$ cat src/hdl/gwt_pkg.sv
// Shared types, character codes and limits for the G-code word tokenizer.
`timescale 1ns / 1ps

package gwt_pkg;

  localparam int MAX_DIGITS  = 9;
  localparam int ACC_W       = 30;
  localparam int VAL_W       = ACC_W + 4;
  localparam int FRAC_W      = 4;
  localparam int QUEUE_DEPTH = 4;
  localparam int QPTR_W      = $clog2(QUEUE_DEPTH);
  localparam int QCNT_W      = $clog2(QUEUE_DEPTH + 1);

  // smaller of 10^MAX_DIGITS-1 and the accumulator's full range
  function automatic logic [63:0] digit_cap_f(input int ndig);
    logic [63:0] cap;
    logic [63:0] lim;
    cap = 64'd1;
    lim = (64'd1 << ACC_W) - 64'd1;
    for (int k = 0; k < ndig; k++) begin
      if (cap <= lim) begin
        cap = cap * 64'd10;
      end
    end
    cap = cap - 64'd1;
    if (cap > lim) begin
      cap = lim;
    end
    return cap;
  endfunction

  localparam logic [63:0]      DIGIT_CAP64 = digit_cap_f(MAX_DIGITS);
  localparam logic [VAL_W-1:0] DIGIT_CAP   = DIGIT_CAP64[VAL_W-1:0];
  localparam logic [ACC_W-1:0] STOP_CODE   = ACC_W'(84);
  localparam logic [FRAC_W-1:0] FRAC_MAX   = FRAC_W'(9);

  localparam logic [7:0] CHAR_LF    = 8'h0A;
  localparam logic [7:0] CHAR_SPACE = 8'h20;
  localparam logic [7:0] CHAR_MINUS = 8'h2D;
  localparam logic [7:0] CHAR_POINT = 8'h2E;
  localparam logic [7:0] CHAR_SEMI  = 8'h3B;
  localparam logic [7:0] CHAR_ZERO  = 8'h30;
  localparam logic [7:0] CHAR_NINE  = 8'h39;
  localparam logic [7:0] CHAR_UP_M  = 8'h4D;
  localparam logic [7:0] CHAR_LO_A  = 8'h61;
  localparam logic [7:0] CHAR_LO_Z  = 8'h7A;
  localparam logic [7:0] CASE_BIT   = 8'h20;

  typedef enum logic [1:0] {
    KIND_WORD = 2'd0,
    KIND_EOL  = 2'd1,
    KIND_STOP = 2'd2
  } kind_e;

  typedef struct packed {
    kind_e              kind;
    logic [7:0]         letter;
    logic [ACC_W-1:0]   digits;
    logic [FRAC_W-1:0]  decimals;
    logic               negative;
    logic               last;
  } result_t;

  // up to two results per character, slot 0 always used first
  typedef struct packed {
    logic    push0;
    logic    push1;
    result_t res0;
    result_t res1;
  } res_pair_t;

  function automatic logic is_address_f(input logic [7:0] c);
    logic [7:0] u;
    u = (c >= CHAR_LO_A && c <= CHAR_LO_Z) ? (c - CASE_BIT) : c;
    case (u) inside
      8'h47, 8'h4D, 8'h54, 8'h46, 8'h53, 8'h58,
      8'h59, 8'h5A, 8'h41, 8'h42, 8'h43, 8'h45: return 1'b1;
      default:                                   return 1'b0;
    endcase
  endfunction

endpackage

$ cat src/hdl/gwt_front.sv
// Front end: character classification and word/line scanner state.
`timescale 1ns / 1ps

module gwt_front (
  input  logic                clk_i,
  input  logic                rst_ni,
  input  logic                valid_i,
  input  logic [7:0]          char_i,
  output gwt_pkg::res_pair_t  out_o
);

  logic                         in_word_q, in_word_d;
  logic [7:0]                   letter_q, letter_d;
  logic [gwt_pkg::ACC_W-1:0]    acc_q, acc_d;
  logic [gwt_pkg::FRAC_W-1:0]   frac_q, frac_d;
  logic                         point_q, point_d;
  logic                         minus_q, minus_d;
  logic                         lhw_q, lhw_d;
  logic                         skip_q, skip_d;

  logic                         is_digit;
  logic                         is_num;
  logic [gwt_pkg::VAL_W-1:0]    acc_ext;
  logic [gwt_pkg::VAL_W-1:0]    acc_next;

  assign is_digit = (char_i >= gwt_pkg::CHAR_ZERO) && (char_i <= gwt_pkg::CHAR_NINE);
  assign is_num   = is_digit || (char_i == gwt_pkg::CHAR_SPACE) ||
                    (char_i == gwt_pkg::CHAR_POINT) || (char_i == gwt_pkg::CHAR_MINUS);
  // acc*10 + digit; digit value is the low nibble of '0'..'9'
  assign acc_ext  = {4'b0, acc_q};
  assign acc_next = (acc_ext << 3) + (acc_ext << 1) +
                    {{(gwt_pkg::VAL_W-4){1'b0}}, char_i[3:0]};

  always_comb begin
    logic stop;
    gwt_pkg::result_t word_res;
    gwt_pkg::result_t eol_res;

    in_word_d = in_word_q;
    letter_d  = letter_q;
    acc_d     = acc_q;
    frac_d    = frac_q;
    point_d   = point_q;
    minus_d   = minus_q;
    lhw_d     = lhw_q;
    skip_d    = skip_q;
    out_o     = '0;
    stop      = 1'b0;

    word_res          = '0;
    word_res.kind     = gwt_pkg::KIND_WORD;
    word_res.letter   = letter_q;
    word_res.digits   = acc_q;
    word_res.decimals = frac_q;
    word_res.negative = minus_q;
    eol_res           = '0;
    eol_res.kind      = gwt_pkg::KIND_EOL;

    if (valid_i) begin
      if (skip_q) begin
        if (char_i == gwt_pkg::CHAR_LF) begin
          skip_d = 1'b0;
          lhw_d  = 1'b0;
        end
      end else if (in_word_q && is_num) begin
        if (is_digit) begin
          acc_d = (acc_next > gwt_pkg::DIGIT_CAP) ? gwt_pkg::DIGIT_CAP[gwt_pkg::ACC_W-1:0]
                                                  : acc_next[gwt_pkg::ACC_W-1:0];
          if (point_q && (frac_q < gwt_pkg::FRAC_MAX)) begin
            frac_d = frac_q + 1'b1;
          end
        end else if (char_i == gwt_pkg::CHAR_POINT) begin
          point_d = 1'b1;
        end else if (char_i == gwt_pkg::CHAR_MINUS) begin
          minus_d = 1'b1;
        end
      end else begin
        // a closing character ends the word, then, unless the word was a stop, is scanned on its own
        if (in_word_q) begin
          in_word_d     = 1'b0;
          out_o.push0   = 1'b1;
          out_o.res0    = word_res;
          if (letter_q == gwt_pkg::CHAR_UP_M && acc_q == gwt_pkg::STOP_CODE) begin
            stop             = 1'b1;
            out_o.res0.kind  = gwt_pkg::KIND_STOP;
            lhw_d            = 1'b0;
            skip_d           = (char_i != gwt_pkg::CHAR_LF);
          end else begin
            lhw_d = 1'b1;
          end
        end
        if (!stop) begin
          if (gwt_pkg::is_address_f(char_i)) begin
            in_word_d = 1'b1;
            letter_d  = char_i;
            acc_d     = '0;
            frac_d    = '0;
            point_d   = 1'b0;
            minus_d   = 1'b0;
          end else if (char_i == gwt_pkg::CHAR_SEMI || char_i == gwt_pkg::CHAR_LF) begin
            if (lhw_d) begin
              if (out_o.push0) begin
                out_o.push1 = 1'b1;
                out_o.res1  = eol_res;
              end else begin
                out_o.push0 = 1'b1;
                out_o.res0  = eol_res;
              end
            end
            lhw_d = 1'b0;
            if (char_i == gwt_pkg::CHAR_SEMI) begin
              skip_d = 1'b1;
            end
          end
        end
        if (out_o.push1) begin
          out_o.res1.last = 1'b1;
        end else if (out_o.push0) begin
          out_o.res0.last = 1'b1;
        end
      end
    end
  end

  always_ff @(posedge clk_i or negedge rst_ni) begin
    if (!rst_ni) begin
      in_word_q <= 1'b0;
      letter_q  <= '0;
      acc_q     <= '0;
      frac_q    <= '0;
      point_q   <= 1'b0;
      minus_q   <= 1'b0;
      lhw_q     <= 1'b0;
      skip_q    <= 1'b0;
    end else begin
      in_word_q <= in_word_d;
      letter_q  <= letter_d;
      acc_q     <= acc_d;
      frac_q    <= frac_d;
      point_q   <= point_d;
      minus_q   <= minus_d;
      lhw_q     <= lhw_d;
      skip_q    <= skip_d;
    end
  end

endmodule

$ cat src/hdl/gwt_queue.sv
// Result queue: up to two writes and one read per cycle, head shown on the output.
`timescale 1ns / 1ps

module gwt_queue (
  input  logic                clk_i,
  input  logic                rst_ni,
  input  gwt_pkg::res_pair_t  in_i,
  input  logic                pop_i,
  output logic                full_o,
  output logic                empty_o,
  output gwt_pkg::result_t    head_o
);

  gwt_pkg::result_t            mem_q [gwt_pkg::QUEUE_DEPTH];
  logic [gwt_pkg::QPTR_W-1:0]  wr_q, wr_d;
  logic [gwt_pkg::QPTR_W-1:0]  rd_q, rd_d;
  logic [gwt_pkg::QCNT_W-1:0]  cnt_q, cnt_d;
  logic [gwt_pkg::QPTR_W-1:0]  wr_next;
  logic                        do_pop;
  logic [gwt_pkg::QCNT_W-1:0]  n_push;

  assign wr_next = wr_q + 1'b1;
  assign do_pop  = pop_i && (cnt_q != '0);
  assign n_push  = gwt_pkg::QCNT_W'(in_i.push0) + gwt_pkg::QCNT_W'(in_i.push1);
  assign wr_d    = wr_q + n_push[gwt_pkg::QPTR_W-1:0];
  assign rd_d    = do_pop ? rd_q + 1'b1 : rd_q;
  assign cnt_d   = cnt_q + n_push - gwt_pkg::QCNT_W'(do_pop);

  // keep room for a two-result character
  assign full_o  = cnt_q > gwt_pkg::QCNT_W'(gwt_pkg::QUEUE_DEPTH - 2);
  assign empty_o = (cnt_q == '0);
  assign head_o  = mem_q[rd_q];

  always_ff @(posedge clk_i or negedge rst_ni) begin
    if (!rst_ni) begin
      wr_q  <= '0;
      rd_q  <= '0;
      cnt_q <= '0;
    end else begin
      wr_q  <= wr_d;
      rd_q  <= rd_d;
      cnt_q <= cnt_d;
    end
  end

  always_ff @(posedge clk_i) begin
    if (in_i.push0) begin
      mem_q[wr_q] <= in_i.res0;
    end
    if (in_i.push1) begin
      mem_q[wr_next] <= in_i.res1;
    end
  end

endmodule

$ cat src/hdl/gcode_word_tokenizer_top.sv
// G-code word tokenizer: top level with scanner front end and result queue.
// A result is written into the result queue at the clock edge that accepts the
// character that causes it. Throughput: one character per cycle while full is
// low; full rises while the 4-entry result queue has fewer than two free entries.
// Reset (rst_ni, asynchronous): scanner state cleared, queue emptied.
`timescale 1ns / 1ps

module gcode_word_tokenizer_top (
  input  logic        clk_i,
  input  logic        rst_ni,
  input  logic        push,
  output logic        full,
  input  logic [7:0]  char_in_i,
  output logic        empty,
  input  logic        pop,
  output logic [1:0]  kind_o,
  output logic [7:0]  letter_o,
  output logic [29:0] digits_o,
  output logic [3:0]  decimals_o,
  output logic        negative_o,
  output logic        last_o
);

  logic               accept;
  gwt_pkg::res_pair_t pair;
  gwt_pkg::result_t   head;

  assign accept = push && !full;

  gwt_front u_front (
    .clk_i   (clk_i),
    .rst_ni  (rst_ni),
    .valid_i (accept),
    .char_i  (char_in_i),
    .out_o   (pair)
  );

  gwt_queue u_queue (
    .clk_i   (clk_i),
    .rst_ni  (rst_ni),
    .in_i    (pair),
    .pop_i   (pop),
    .full_o  (full),
    .empty_o (empty),
    .head_o  (head)
  );

  assign kind_o     = head.kind;
  assign letter_o   = head.letter;
  assign digits_o   = head.digits;
  assign decimals_o = head.decimals;
  assign negative_o = head.negative;
  assign last_o     = head.last;

endmodule

$ cat config.mk
export PLATFORM = sky130hd
export DESIGN_NAME = gcode_word_tokenizer_top
export DESIGN_NICKNAME = d
export VERILOG_FILES = /design/src/hdl/gwt_pkg.sv /design/src/hdl/gwt_front.sv /design/src/hdl/gwt_queue.sv /design/src/hdl/gcode_word_tokenizer_top.sv
export SDC_FILE = /design/constraint.sdc
export NUM_CORES = 1
export LEC_CHECK = 0
export ABC_AREA = 1
export CAP_MARGIN = 20
export CELL_PAD_IN_SITES_DETAIL_PLACEMENT = 0
export CELL_PAD_IN_SITES_GLOBAL_PLACEMENT = 2
export CORE_ASPECT_RATIO = 1.75
export CORE_UTILIZATION = 28
export DETAILED_ROUTE_END_ITERATION = 8
export DONT_BUFFER_PORTS = 1
export GPL_TIMING_DRIVEN = 1
export PLACE_DENSITY = 0.71
export SLEW_MARGIN = 20
export SYNTH_ARGS = -nofsm -noshare
export SYNTH_HDL_FRONTEND = slang
export SYNTH_HIERARCHICAL = 1
export SYNTH_SLANG_ARGS = --single-unit
$ cat constraint.sdc
create_clock -name clk_i -period 6.9 [get_ports clk_i]
set_input_delay 0.69 -clock clk_i [delete_from_list [all_inputs] [get_ports clk_i]]
set_output_delay 0.69 -clock clk_i [all_outputs]
set_load 0.01 [all_outputs]
==> Word-level counts from Yosys, hierarchy flattened <==
Memory sizes are Yosys's and may differ from the RTL's.
Cells that the tools add are included.
{ "op_classes": {"add_sub_neg": 10, "n_reduce_logical": 23, "n_mux": 78, "n_eq_ne": 29, "shifts": 0, "order_cmp": 7, "bitwise": 3, "div_mod_pow": 0, "multipliers": 0} }
{ "op_table": {"columns": ["op", "n"], "rows": [
  ["$mux 94", 10],
  ["$mux 30", 5],
  ["$eq 8x7->1 const B", 13],
  ["$mux 46", 2],
  ["$mux 1", 53],
  ["$mux 45", 1],
  ["$add 33x31->34", 1],
  ["$add 34x4->34", 1],
  ["$gt 34x30->1 const B", 1],
  ["$eq 8x6->1 const B", 4],
  ["$eq 30x7->1 const B", 1],
  ["$mux 4", 5],
  ["$ne 2x2->1 const B", 6],
  ["$reduce_and 6->1", 2],
  ["$reduce_or 12->1", 1],
  ["$reduce_and 5->1", 2],
  ["$eq 8x4->1 const B", 1],
  ["$ge 8x6->1 const B", 1],
  ["$ge 8x7->1 const B", 1],
  ["$le 8x6->1 const B", 1],
  ["$le 8x7->1 const B", 1],
  ["$mux 8", 1],
  ["$ne 8x4->1 const B", 1],
  ["$sub 8x6->8 const B", 1],
  ["19 further kinds", 34]
]} }
{ "word_totals": {"output_inout_bits": 48, "input_bits": 12, "ff_bits": 54, "memories": 1, "latch_bits": 0, "mem_bits_rw": 184, "mem_bits_ro": 0} }
{ "memory_table": {"columns": ["name", "words", "word_bits", "rd", "rd_clocked_by_memory_dff", "write_ports", "line", "rtl"], "rows": [
  ["u_queue.mem_q", 4, 46, 1, 0, 2, "gwt_queue.sv:14", "gwt_pkg::result_t mem_q [gwt_pkg::QUEUE_DEPTH];"]
]} }

==> Depth between registers and ports, before layout <==
Gate-level depths: netlist of the first run.
{ "logic_depth": {"word_depth": 26, "ltp_mapped": 23, "depth_no_buf": 22} }

==> Cells and area by module <==
Netlist of the first run, hierarchy kept.
{ "by_module_without_submodules": {"columns": ["mod", "seq_area_each_um2", "area_per_inst_um2", "cells_per_inst", "instances"], "rows": [
  ["gwt_queue", 5700.5, 9862.0, 1101, 1],
  ["gwt_front", 1176.1, 6531.3, 1098, 1],
  ["gcode_word_tokenizer_top", 0.0, 10.0, 2, 1]
]} }

==> Worst setup path after synthesis of the first run <==
No wires, ideal clock.
{ "synth_timing": {"path_type": "input -> register", "start": "input char_in_i[7]", "end": "memory u_queue/mem_q[3][0] (netlist name) (enable)", "stages": 11, "path_buffers": 2, "slack_ns": 3.249, "arrival_ns": 3.247, "required_time_ns": 6.496, "setup_ns": 0.404, "cell_sequence": "nor2_1 inv_1 nor3_1 inv_1 nor4_1 nor2_1 nor4_1 buf_4 nand3_2 clkbuf_1 nand2_1"} }
{ "synth_lines": {"columns": ["item", "line", "rtl"], "rows": [
  ["from (decl)", "gcode_word_tokenizer_top.sv:13", "input logic [7:0] char_in_i,"],
  ["to (decl)", "gwt_queue.sv:14", null]
]} }

==> Worst setup path after layout of the first run <==
{ "layout_timing": {"start": "register u_front/acc_q[2] (netlist name)", "end": "register u_front/acc_q[9] (netlist name)"} }
{ "layout_between": {"elab_chain_cells": 9, "word_cells_on_any_way": 15, "cone_classes": "add/sub: 2; order compare: 1; eq/ne: 2; mux: 8; reduce/logical: 2"} }
{ "layout_lines": {"columns": ["item", "line", "rtl"], "rows": [
  ["from (decl)", "gwt_front.sv:14", "logic [gwt_pkg::ACC_W-1:0] acc_q, acc_d;"],
  ["from (signal assigned)", "gwt_front.sv:129", "acc_q <= '0;"],
  ["from (signal assigned)", "gwt_front.sv:138", "acc_q <= acc_d;"],
  ["branches (longest 9 deep; another with $add 33x31->34)", null, null]
]} }
Several ways; the timed one is not identified. The select of a mux whose other input is x is not followed.
A chain may end at the register's enable or synchronous reset.

==> run metrics, run 1 <==
status finished clean; CP required 7.32 ns; Crit. End Element flip-flop; Area growth syn-to-layout 7.28%; CP delay by family, top simple AND/OR/NAND/NOR gates; Die Height 322 µm; crit-path max FO 30; slew margin rel. 29.2%; pre-CTS setup slack 2.48 ns; Worst Setup Start Kind flip-flop; H-tree Lvls 1; drt via density 4.51; Clock Path Buffers 3; most frequent cells in the layout 713 x nand2_1, 308 x inv_1, 195 x nor2_1, 184 x edfxtp_1, 167 x o21ai_0; Fmax achieved 238 MHz; power per standard cell area 236 mW/mm²; Layout Cells excl Fill 2942; Total Routed Length 49400 µm; sequential-to-total area share from yosys stat 41.9%; final weighted congestion in routability-driven placement 0.876; vias in the first global route 13200; Main synth FF type edfxtp_1; share of layout cells above drive strength 1 7.88%; met3 track demand over resource 2.00%; largest net degree at the start of global routing 100; global routing's busiest layer met2; Mapped Cells 2201; EDFF count, synth 184; initial core utilization 28.3%; vias 13300; Worst Hold End u_queue/rd_q[0]; worst r2r dst u_front/acc_q[9]; Critical Path Start u_front/acc_q[2]; Synth Area in Adders 5.55%; VDD IR max 0.162 mV; first drt pass iteration count 5; CP max-delay cell nand3_2; Slew Viols, Final 0; CTS tree built; post-synthesis cell type count 45; GR met1 Demand/Resource 18.6%; placed cell count 2898; most frequent CP cell nand2_1; routed len/inst 16.8 µm; DRT antenna net count 0; Hold Path Class primary input to flip-flop; die area 0.0596 mm²; Worst R2R Start u_front/acc_q[2]; clk_lat worst skew 0.54 ns; Reg clk slew, reported paths 0.07 ns; period utilization 61.0%; Synth top area share 33.7%; RSZ-0062 raised after global routing false; Total GRT Usage 17.0%; final setup fails 0; core region area 0.0580 mm²; setup TNS 0 ns; largest family of logic cells by synthesized area simple AND/OR/NAND/NOR gates; crit path kind flip-flop to flip-flop; met2 usage 33.1%; Synth area leader edfxtp_1; Compound-Gate Fraction of Synth Area 10.7%; hold path startpoint pop; setup ws final 2.69 ns; synthesis-stage register bit count 238; area share of and/or/nand/nor cells after synthesis 28.4%; initial DRC count 618; HPWL after detailed placement 35400 µm; Max-cap violations 0; Worst Skew 0.0249 ns; cts-stage hold buffer count 2; GRT overflow 0; Post-Syn Area per Cell 7.45 µm²; initial antenna violation count 0; final hold viol count 0; reg2reg setup slack 2.69 ns; Nets 2235; CP max stage delay 0.76 ns; Die Wd 185 µm; Core Rows 117; leakage 7.77 nW; Post-Syn Area 0.0164 mm²; Worst Path Arrival 4.63 ns; buffer type at the clock tree root clkbuf_16; Buf/Inv on CP 2; most common cell after layout, fill and taps aside nand2_1; post-synthesis mux area share 0.0610%; Clock Sinks 238; worst path cell trace fa_1, inv_1, fa_1, inv_1, nand2_1, nand2_1, nand3_1, nand2_2, nand2_2, nand2_1, nand2_1, nand3_1, nand2_1, nor2_1, nand2_1, nor2_1, nand3_2, nand4_1, nand2_1; ys async rst share 22.7%; hold path cells 2; Fillers 6304; Tightest Pin Transition 1.06 ns; CTS buffer count 23; n_diodes 0; # Post-CTS Setup Buffers 0; worst r2r path cells 19; XOR/XNOR Fraction of Synth Area 0.374%; post-CTS sizing 0; Synth area leaders edfxtp_1 34%, nand2_1 16%, dfrtp_1 8.2%; first-pass GRT wire length 76900 µm; # IOs 60; Yosys warning count 6; # DRC 0; minimum clock period 4.21 ns; PortBufs 0
sequential cells by signal (all words and copies together), names as in the netlist:
signal	flops
u_front/in_word_q	1
u_queue/wr_q	2
u_front/lhw_q	1
u_front/frac_q	4
u_front/acc_q	30
u_queue/mem_q	184
u_front/point_q	1
u_front/minus_q	1
u_queue/cnt_q	3
u_front/skip_q	1
u_front/letter_q	8
u_queue/rd_q	2
layer usage:
metal / part of all wire (%) / routed length, µm
met3: 3.3 / 1650
met1: 39 / 19300
met5: 0 / 0
met2: 55 / 27100
met4: 2.9 / 1450
layout make-up:
cell class                      count  area [µm²]  share of cell area [%]
Clock buffer                       26         607                    3.45
Clock inverter                     16         156                   0.889
Inverter                          322        1210                    6.88
Multi-Input combinational cell   1551        7610                    43.3
Sequential cell                   238        6880                    39.1
Tap cell                          773         967                    5.50
Timing Repair Buffer               16         163                   0.924
stage by stage:
stage | hold WS [ns] | utilization (%) | power, mW | instance area, µm²
5_1_grt | 0.285 | 30.4 | 4.43 | 17600
2_1_floorplan | 0.394 | - | 2.58 | 16600
3_3_place_gp | 0.396 | 28.9 | 2.90 | 16800
3_5_place_dp | 0.396 | 29.0 | 2.91 | 16800
4_1_cts | 0.274 | 30.4 | 4.25 | 17600
6_report | 0.300 | 30.4 | 4.16 | 17600
worst max-delay path by stage:
stage / cells after the start / slack, ns / endpoint
after floorplan: 11 / 3.25 / u_queue/mem_q[3][0]
after global placement: 19 / 2.47 / u_front/acc_q[12]
after detailed placement: 19 / 2.48 / u_front/acc_q[9]
after CTS: 19 / 2.71 / u_front/acc_q[9]
after global routing: 19 / 2.36 / u_front/acc_q[22]
final: 19 / 2.69 / u_front/acc_q[9]
cell usage after synthesis, types with 2 or more instances:
library cell and instances:
buf_4 62, nand3_2 26, nor4_1 8, buf_6 19, o21ai_2 29, ha_1 68
o21ai_0 167, clkbuf_1 16, xnor2_1 3, dfrtp_1 54, o21ai_1 102, nor2_2 19
buf_2 33, nand2_1 717, clkbuf_2 2, inv_1 309, nand3_1 60, nor3_1 8
nand2_2 14, fa_1 3, nor2_1 196, nand4_1 34, edfxtp_1 184, inv_2 12
nand3b_1 6, and2_1 4, a21oi_1 20, or2_2 5, nor2_4 2, xor2_1 4
power breakdown:
part	internal (mW)	switching (mW)
clock	0.745	0.571
sequential	1.61	0.103
combinational	0.281	0.842
total	2.64	1.52
cell families (layout without fill, tap and decap cells):
logic type               count (synthesis)  count (layout)
AND/OR/NAND/NOR                       1102            1102
buffers and inverters                  455             380
AO/OA/AOI/OAI                          326             326
flip-flops                             238             238
adder cells (fa/ha/maj)                 71              71
XOR/XNOR                                 7               7
other                                    1              44
multiplexers                             1               1
worst reg2reg max path, delay by kind of cell, from the launching register on:
kind | cells | cell delay, ns
adder cells (fa/ha/maj) | 2 | 1.02
buffers and inverters | 2 | 0.20
flip-flops | 1 | 0.49
AND/OR/NAND/NOR | 15 | 2.40
(Power assumes the default switching activity.)
==> inputs of run 2 (changes only) <==
--- a/config.mk
+++ b/config.mk
@@ -5,7 +5,7 @@
 export SDC_FILE = /design/constraint.sdc
 export NUM_CORES = 1
 export LEC_CHECK = 0
-export ABC_AREA = 1
+export ABC_AREA = 0
 export CAP_MARGIN = 20
 export CELL_PAD_IN_SITES_DETAIL_PLACEMENT = 0
 export CELL_PAD_IN_SITES_GLOBAL_PLACEMENT = 2
@@ -14,7 +14,7 @@
 export DETAILED_ROUTE_END_ITERATION = 8
 export DONT_BUFFER_PORTS = 1
 export GPL_TIMING_DRIVEN = 1
-export PLACE_DENSITY = 0.71
+export PLACE_DENSITY = 0.62
 export SLEW_MARGIN = 20
 export SYNTH_ARGS = -nofsm -noshare
 export SYNTH_HDL_FRONTEND = slang
==> constraint.sdc (replaced) <==
create_clock -name clk_i -period 4.2 [get_ports clk_i]
set_input_delay 0.42 -clock clk_i [delete_from_list [all_inputs] [get_ports clk_i]]
set_output_delay 0.42 -clock clk_i [all_outputs]
set_load 0.01 [all_outputs]
==> run 2 against run 1 <==
Utilization is 1.4 points higher. Worst hold slack got worse by 0.26 ns. Wire length decreased by 16%.
==> run metrics, run 2 <==
PortBufs 0 (unchanged); # IOs 60 (unchanged); Worst R2R Start u_front/acc_q[0]; Largest regs u_queue/mem_q x184, u_front/acc_q x30, u_front/letter_q x8; Die Height 304 µm (-5.5%); most common cell after layout, fill and taps aside edfxtp_1; share of layout cells above drive strength 1 30.4% (+23 points); vias in the first global route 9867 (-25%); pre-CTS setup slack 0.0277 ns (-2.46 ns); setup ws final 0.160 ns (-2.53 ns); status finished clean; synthesis-stage register bit count 238 (unchanged); Reg clk slew, reported paths 0.07 ns (about the same); placed cell areas 0.0156 mm² (-7.3%); Commonest cells post-synth 184 x edfxtp_1, 149 x mux2_2, 68 x ha_1, 58 x nand2_1, 54 x dfrtp_1; Design Area, Final 0.0163 mm² (-7.1%); ys async rst share 22.7% (unchanged); largest net degree at the start of global routing 55 (-45%); power per standard cell area 377 mW/mm² (+60%); Layout Utilization 31.7% (+1.4 points); first-pass GRT wire length 62300 µm (-19%); Synth top area share 37.8% (+4.1 points); post-synthesis cell type count 79 (+76%); max reg flops 184 (unchanged); Main synth FF type edfxtp_1; total power 6.16 mW (+48%); VDD IR max 0.282 mV (+73%); crit path kind flip-flop to flip-flop; initial antenna violation count 0 (unchanged); core region area 0.0515 mm² (-11%); Worst Path Arrival 4.45 ns (-0.18 ns); DRT antenna net count 0 (unchanged); Critical Path Start u_front/acc_q[0]; Total Routed Length 41400 µm (-16%); EDFF count, synth 184 (unchanged); Layout Cells excl Fill 1832 (-38%); final hold viol count 0 (unchanged); period utilization 96.2% (+35 points); slew margin rel. 43.2% (+14 points); drt via density 4.98 (+10%); HPWL after detailed placement 29500 µm (-17%); Mapped Cells 1113 (-49%); final weighted congestion in routability-driven placement 0.826 (-5.7%); die area 0.0532 mm² (-11%); Post-Syn Area 0.0146 mm² (-11%); initial DRC count 429 (-31%); vias 9123 (-31%); hold path startpoint char_in_i[2]; crit-path max FO 14 (-53%); Worst Skew 0.0120 ns (-0.0129 ns); placed cell count 1789 (-38%); CP required 4.61 ns (-2.71 ns); initial core utilization 28.4% (+0.13 points); Nets 1227 (-45%); # DRC 0 (unchanged); Fillers 5146 (-18%); Crit. End Element flip-flop; Seq. cell area 0.00689 mm² (about the same); first drt pass iteration count 5 (unchanged); Hold Path Class primary input to flip-flop; Worst Setup Start Kind flip-flop; Yosys warning count 6 (unchanged); Core Rows 110 (-6.0%); sequential-to-total area share from yosys stat 47.0% (+5.1 points); most frequent cells in the layout 184 x edfxtp_1, 149 x mux2_2, 68 x ha_1, 58 x nand2_1, 52 x buf_4; Slew Viols, Final 0 (unchanged); leakage 6.81 nW (-12%); Post-Syn Area per Cell 13.1 µm² (+76%); area of the multi-input gates 0.00718 mm² (-5.7%); CTS tree built; H-tree Lvls 1 (unchanged); buffer type at the clock tree root clkbuf_16; Clock Path Buffers 3 (unchanged); Synth area leaders edfxtp_1 38%, mux2_2 11%, dfrtp_1 9.2%; Area growth syn-to-layout 11.7%; most common cell in the synthesized netlist edfxtp_1; Die Wd 175 µm (-5.5%); Max-cap violations 0 (unchanged); Synth area leader edfxtp_1; Tightest Pin Transition 0.849 ns (-0.212 ns); clk_lat worst skew 0.53 ns (about the same); routed len/inst 22.6 µm (+34%); Fmax achieved 248 MHz (+4.1%); n_diodes 0 (unchanged); Clock Sinks 238 (unchanged); Biggest register u_queue/mem_q; final setup fails 0 (unchanged); minimum clock period 4.04 ns (-0.167 ns); Total GRT Usage 15.7% (-1.4 points); GRT overflow 0 (unchanged); CTS buffer count 22 (-4.3%)
==> run 2: per-layer routing <==
metal	vias to the layer above	part of all wire, %	track usage (%)
met3	73	2.7	1.52
met5	-	0	0
met2	146	57	31.3
li1	4244	-	-
met4	0	4.5	7.14
met1	4660	36	15.9
==> run 2: power breakdown <==
| group | switching [mW] | internal, mW | total (mW) |
|---|---|---|---|
| clock network | 0.923 | 1.06 | 1.98 |
| registers | 0.290 | 2.61 | 2.90 |
| logic | 0.666 | 0.606 | 1.27 |
| total | 1.88 | 4.28 | 6.16 |
==> run 2: cell type report <==
class / instances / share of cell area [%]
Inverter: 31 / 0.712
Clock inverter: 10 / 0.368
Tap cell: 672 / 5.15
Timing Repair Buffer: 64 / 3.84
Clock buffer: 30 / 3.87
Sequential cell: 238 / 42.1
Multi-Input combinational cell: 787 / 43.9
==> run 2: cells by family (layout without fill, tap and decap cells) <==
kind of cell,count (synthesis),in the layout,share of synthesized area (%)
adders and majority gates,71,71,6.23
xor gates and xnor gates,32,32,1.92
muxes,233,233,22.2
other,1,44,0.0256
DFF,238,238,47.0
AOI/OAI and AO/OA,176,176,8.42
buffers and inverters,131,135,5.72
and+or+nand+nor,231,231,8.49
==> run 2: what timing repair did <==
item	4_1_cts	5_1_grt
hold buffers	2	0
hold endpoints to repair	54	0
resized for setup	0	7
endpoints found under the setup margin	0	22
buffers inserted	0	1
==> run 2: worst paths after layout <==
kind / endpoint / slack, ns / cells after the start
setup / recovery: u_front/acc_q[0] / 0.16 / 13
hold / removal: u_front/letter_q[2] / 0.04 / 2
setup reg to reg: u_front/acc_q[0] / 0.16 / 13
hold reg to reg: u_front/letter_q[3] / 0.51 / 2
max in group asynchronous: u_queue/rd_q[0] / 3.45 / 2
min in group asynchronous: u_front/letter_q[2] / 0.46 / 2
==> run 2: through the flow <==
stage / TNS [ns] / hold slack, ns
2_1_floorplan: 0 / 0.124
3_3_place_gp: 0 / 0.129
3_5_place_dp: 0 / 0.129
4_1_cts: 0 / 0.0206
5_1_grt: -0.137 / 0.0229
6_report: 0 / 0.0370
==> run 2: critical path, cell delays in order, from the launching register on <==
cell and delay, ns:
dfrtp_1 0.41, fa_1 0.49, ha_1 0.33, a211oi_1 0.28, o211ai_1 0.24, a2111oi_0 0.49, a21oi_1 0.09, xor2_1 0.17
o311ai_1 0.46, a311o_1 0.25, a211o_1 0.18, a21boi_2 0.10, buf_12 0.16, a221o_1 0.27
==> inputs of run 3 (changes only) <==
--- a/config.mk
+++ b/config.mk
@@ -5,7 +5,7 @@
 export SDC_FILE = /design/constraint.sdc
 export NUM_CORES = 1
 export LEC_CHECK = 0
-export ABC_AREA = 0
+export ABC_AREA = 1
 export CAP_MARGIN = 20
 export CELL_PAD_IN_SITES_DETAIL_PLACEMENT = 0
 export CELL_PAD_IN_SITES_GLOBAL_PLACEMENT = 2
@@ -14,8 +14,7 @@
 export DETAILED_ROUTE_END_ITERATION = 8
 export DONT_BUFFER_PORTS = 1
 export GPL_TIMING_DRIVEN = 1
-export PLACE_DENSITY = 0.62
-export SLEW_MARGIN = 20
+export PLACE_DENSITY = 0.71
 export SYNTH_ARGS = -nofsm -noshare
 export SYNTH_HDL_FRONTEND = slang
 export SYNTH_HIERARCHICAL = 1
==> run 3 against run 2 <==
Global-route usage increased by 1.2 points. Die area grew 12%. Sequential power fell by 6%. Via count grew 47%. Critical path type unchanged. Largest cell class unchanged. Critical path depth increased by 7. Cell count grew 61%. First-iteration DRC count rose by 53%. Register-to-register slack better by 0.45 ns. Largest power group unchanged. Setup slack improved by 0.45 ns. Clock-buffer cell count fell by 1. Wire length up 19%.
==> run metrics, run 3 (synthesized netlist as in run 1, its figures left out) <==
status finished clean; vias in the first global route 13000 (+32%); area of the multi-input gates 0.00761 mm² (+6.0%); Max-cap violations 0 (unchanged); Clock Sinks 238 (unchanged); Core Rows 117 (+6.4%); Seq. cell area 0.00688 mm² (about the same); H-tree Lvls 1 (unchanged); clk_lat worst skew 0.54 ns (about the same); Total Routed Length 49300 µm (+19%); n_diodes 0 (unchanged); Crit. End Element flip-flop; HPWL after detailed placement 35100 µm (+19%); Worst Path Arrival 4.01 ns (-0.44 ns); RSZ-0062 raised after global routing false; worst path cell trace fa_1, inv_1, fa_1, inv_1, nand2_1, nand2_1, nand3_1, nand2_2, nand2_1, nand3_1, nand2_1, nand2_2, inv_1, nor2_1, nand2_1, nor2_1, nand3_2, buf_4, nand4_1, nand2_1; CP max stage delay 0.56 ns (+0.07 ns); DRT antenna net count 0 (unchanged); initial DRC count 657 (+53%); # DRC 0 (unchanged); initial antenna violation count 0 (unchanged); Hold Path Class primary input to flip-flop; crit-path max FO 30 (+16); CTS buffer count 23 (+4.5%); Worst Setup Start Kind flip-flop; CP max-delay cell fa_1; initial core utilization 28.3% (-0.13 points); first drt pass iteration count 5 (unchanged); Clock Path Buffers 3 (unchanged); Fillers 6254 (+22%); final hold viol count 0 (unchanged); CTS tree built; Die Height 322 µm (+5.8%); drt via density 4.55 (-8.7%); Tightest Pin Transition 0.887 ns (+0.0384 ns); core region area 0.0580 mm² (+13%); largest net degree at the start of global routing 93 (+69%); Largest regs u_queue/mem_q x184, u_front/acc_q x30, u_front/letter_q x8; buffer type at the clock tree root clkbuf_16; most common cell after layout, fill and taps aside nand2_1; CP required 4.62 ns (about the same); final setup fails 0 (unchanged); setup TNS 0 ns (unchanged); Biggest register u_queue/mem_q; most frequent CP cell nand2_1; vias 13400 (+47%); PortBufs 0 (unchanged); Area growth syn-to-layout 8.02%; Die Wd 185 µm (+5.8%); leakage 7.87 nW (+16%); crit path kind flip-flop to flip-flop; final weighted congestion in routability-driven placement 0.852 (+3.1%); max reg flops 184 (unchanged); Total GRT Usage 16.8% (+1.2 points); die area 0.0596 mm² (+12%); hold slack 0.0346 ns (-0.00243 ns); Slew Viols, Final 0 (unchanged); most frequent cells in the layout 713 x nand2_1, 308 x inv_1, 195 x nor2_1, 184 x edfxtp_1, 167 x o21ai_0; Worst Skew 0.0221 ns (+0.0101 ns); VDD IR max 0.303 mV (+7.7%); # IOs 60 (unchanged); slew margin rel. 40.3% (-2.9 points); period utilization 85.4% (-11 points); Fmax achieved 279 MHz (+13%); Reg clk slew, reported paths 0.06 ns (about the same); minimum clock period 3.59 ns (-0.452 ns); share of layout cells above drive strength 1 8.08% (-22 points); Nets 2245 (+83%); power per standard cell area 370 mW/mm² (-2.0%); routed len/inst 16.7 µm (-26%); GRT overflow 0 (unchanged); first-pass GRT wire length 75900 µm (+22%)
run 3: cell types whose count changed in the layout (fill, tap and decap cells not counted), moves of 100 or more:
cell	previous run	this run
inv_1	31	308
mux2_2	149	0
nand2_1	58	713
nor2_1	36	195
o21ai_0	30	167
o21ai_1	2	102
run 3: worst paths after layout:
check                      depth (start not counted)                start  slack [ns]                   to
setup / recovery                                  20     u_front/acc_q[2]        0.61    u_front/acc_q[10]
hold / removal                                     2                  pop        0.03      u_queue/rd_q[0]
setup reg to reg                                  20     u_front/acc_q[2]        0.61    u_front/acc_q[10]
hold reg to reg                                    2  u_front/letter_q[4]        0.49  u_front/letter_q[4]
max in group asynchronous                          2               rst_ni        3.49      u_queue/rd_q[0]
min in group asynchronous                          2               rst_ni        0.38     u_queue/cnt_q[2]
run 3: layer usage:
layer	global-route usage, %	up-vias	share of wire (%)
li1	-	6876	-
met5	0	-	0
met3	1.65	52	3.4
met1	18.5	6276	39
met4	5.23	0	2.7
met2	33.0	218	54
run 3: area by class of cell:
type / instances / share of cell area, %
Clock buffer: 29 / 3.38
Clock inverter: 12 / 0.699
Inverter: 322 / 6.83
Multi-Input combinational cell: 1551 / 42.9
Sequential cell: 238 / 38.8
Tap cell: 773 / 5.46
Timing Repair Buffer: 26 / 1.86
run 3: metrics by stage:
step           instances  setup slack (ns)  util, %  power (mW)  instance area, µm²
2_1_floorplan       2244             0.819        -        4.23               16600
3_3_place_gp        2908             0.537     29.3        4.56               17000
3_5_place_dp        2908             0.585     29.3        4.58               17000
4_1_cts             2951             0.567     30.6        6.70               17700
5_1_grt             2951             0.290     30.6        6.97               17700
6_report            2951             0.612     30.6        6.55               17700
run 3: timing repair:
action                                 4_1_cts  5_1_grt
hold buffers                                 2        0
endpoints found under the hold margin       54        0
gates resized for setup                      0        0
setup buffers                                0        0
run 3: worst max-delay path, delay by kind of cell, from the launching register on:
| family | cells | cell delay (ns) |
|---|---|---|
| adder cells (fa/ha/maj) | 2 | 1.01 |
| buffers and inverters | 4 | 0.61 |
| flip-flops | 1 | 0.47 |
| AND/OR/NAND/NOR | 14 | 1.38 |
run 3: power by group:
group	internal (mW)	leakage (nW)	total, mW	switching, mW
Clock	1.14	0.349	2.07	0.929
Combinational	0.423	4.96	1.74	1.32
Sequential	2.64	2.56	2.74	0.0991
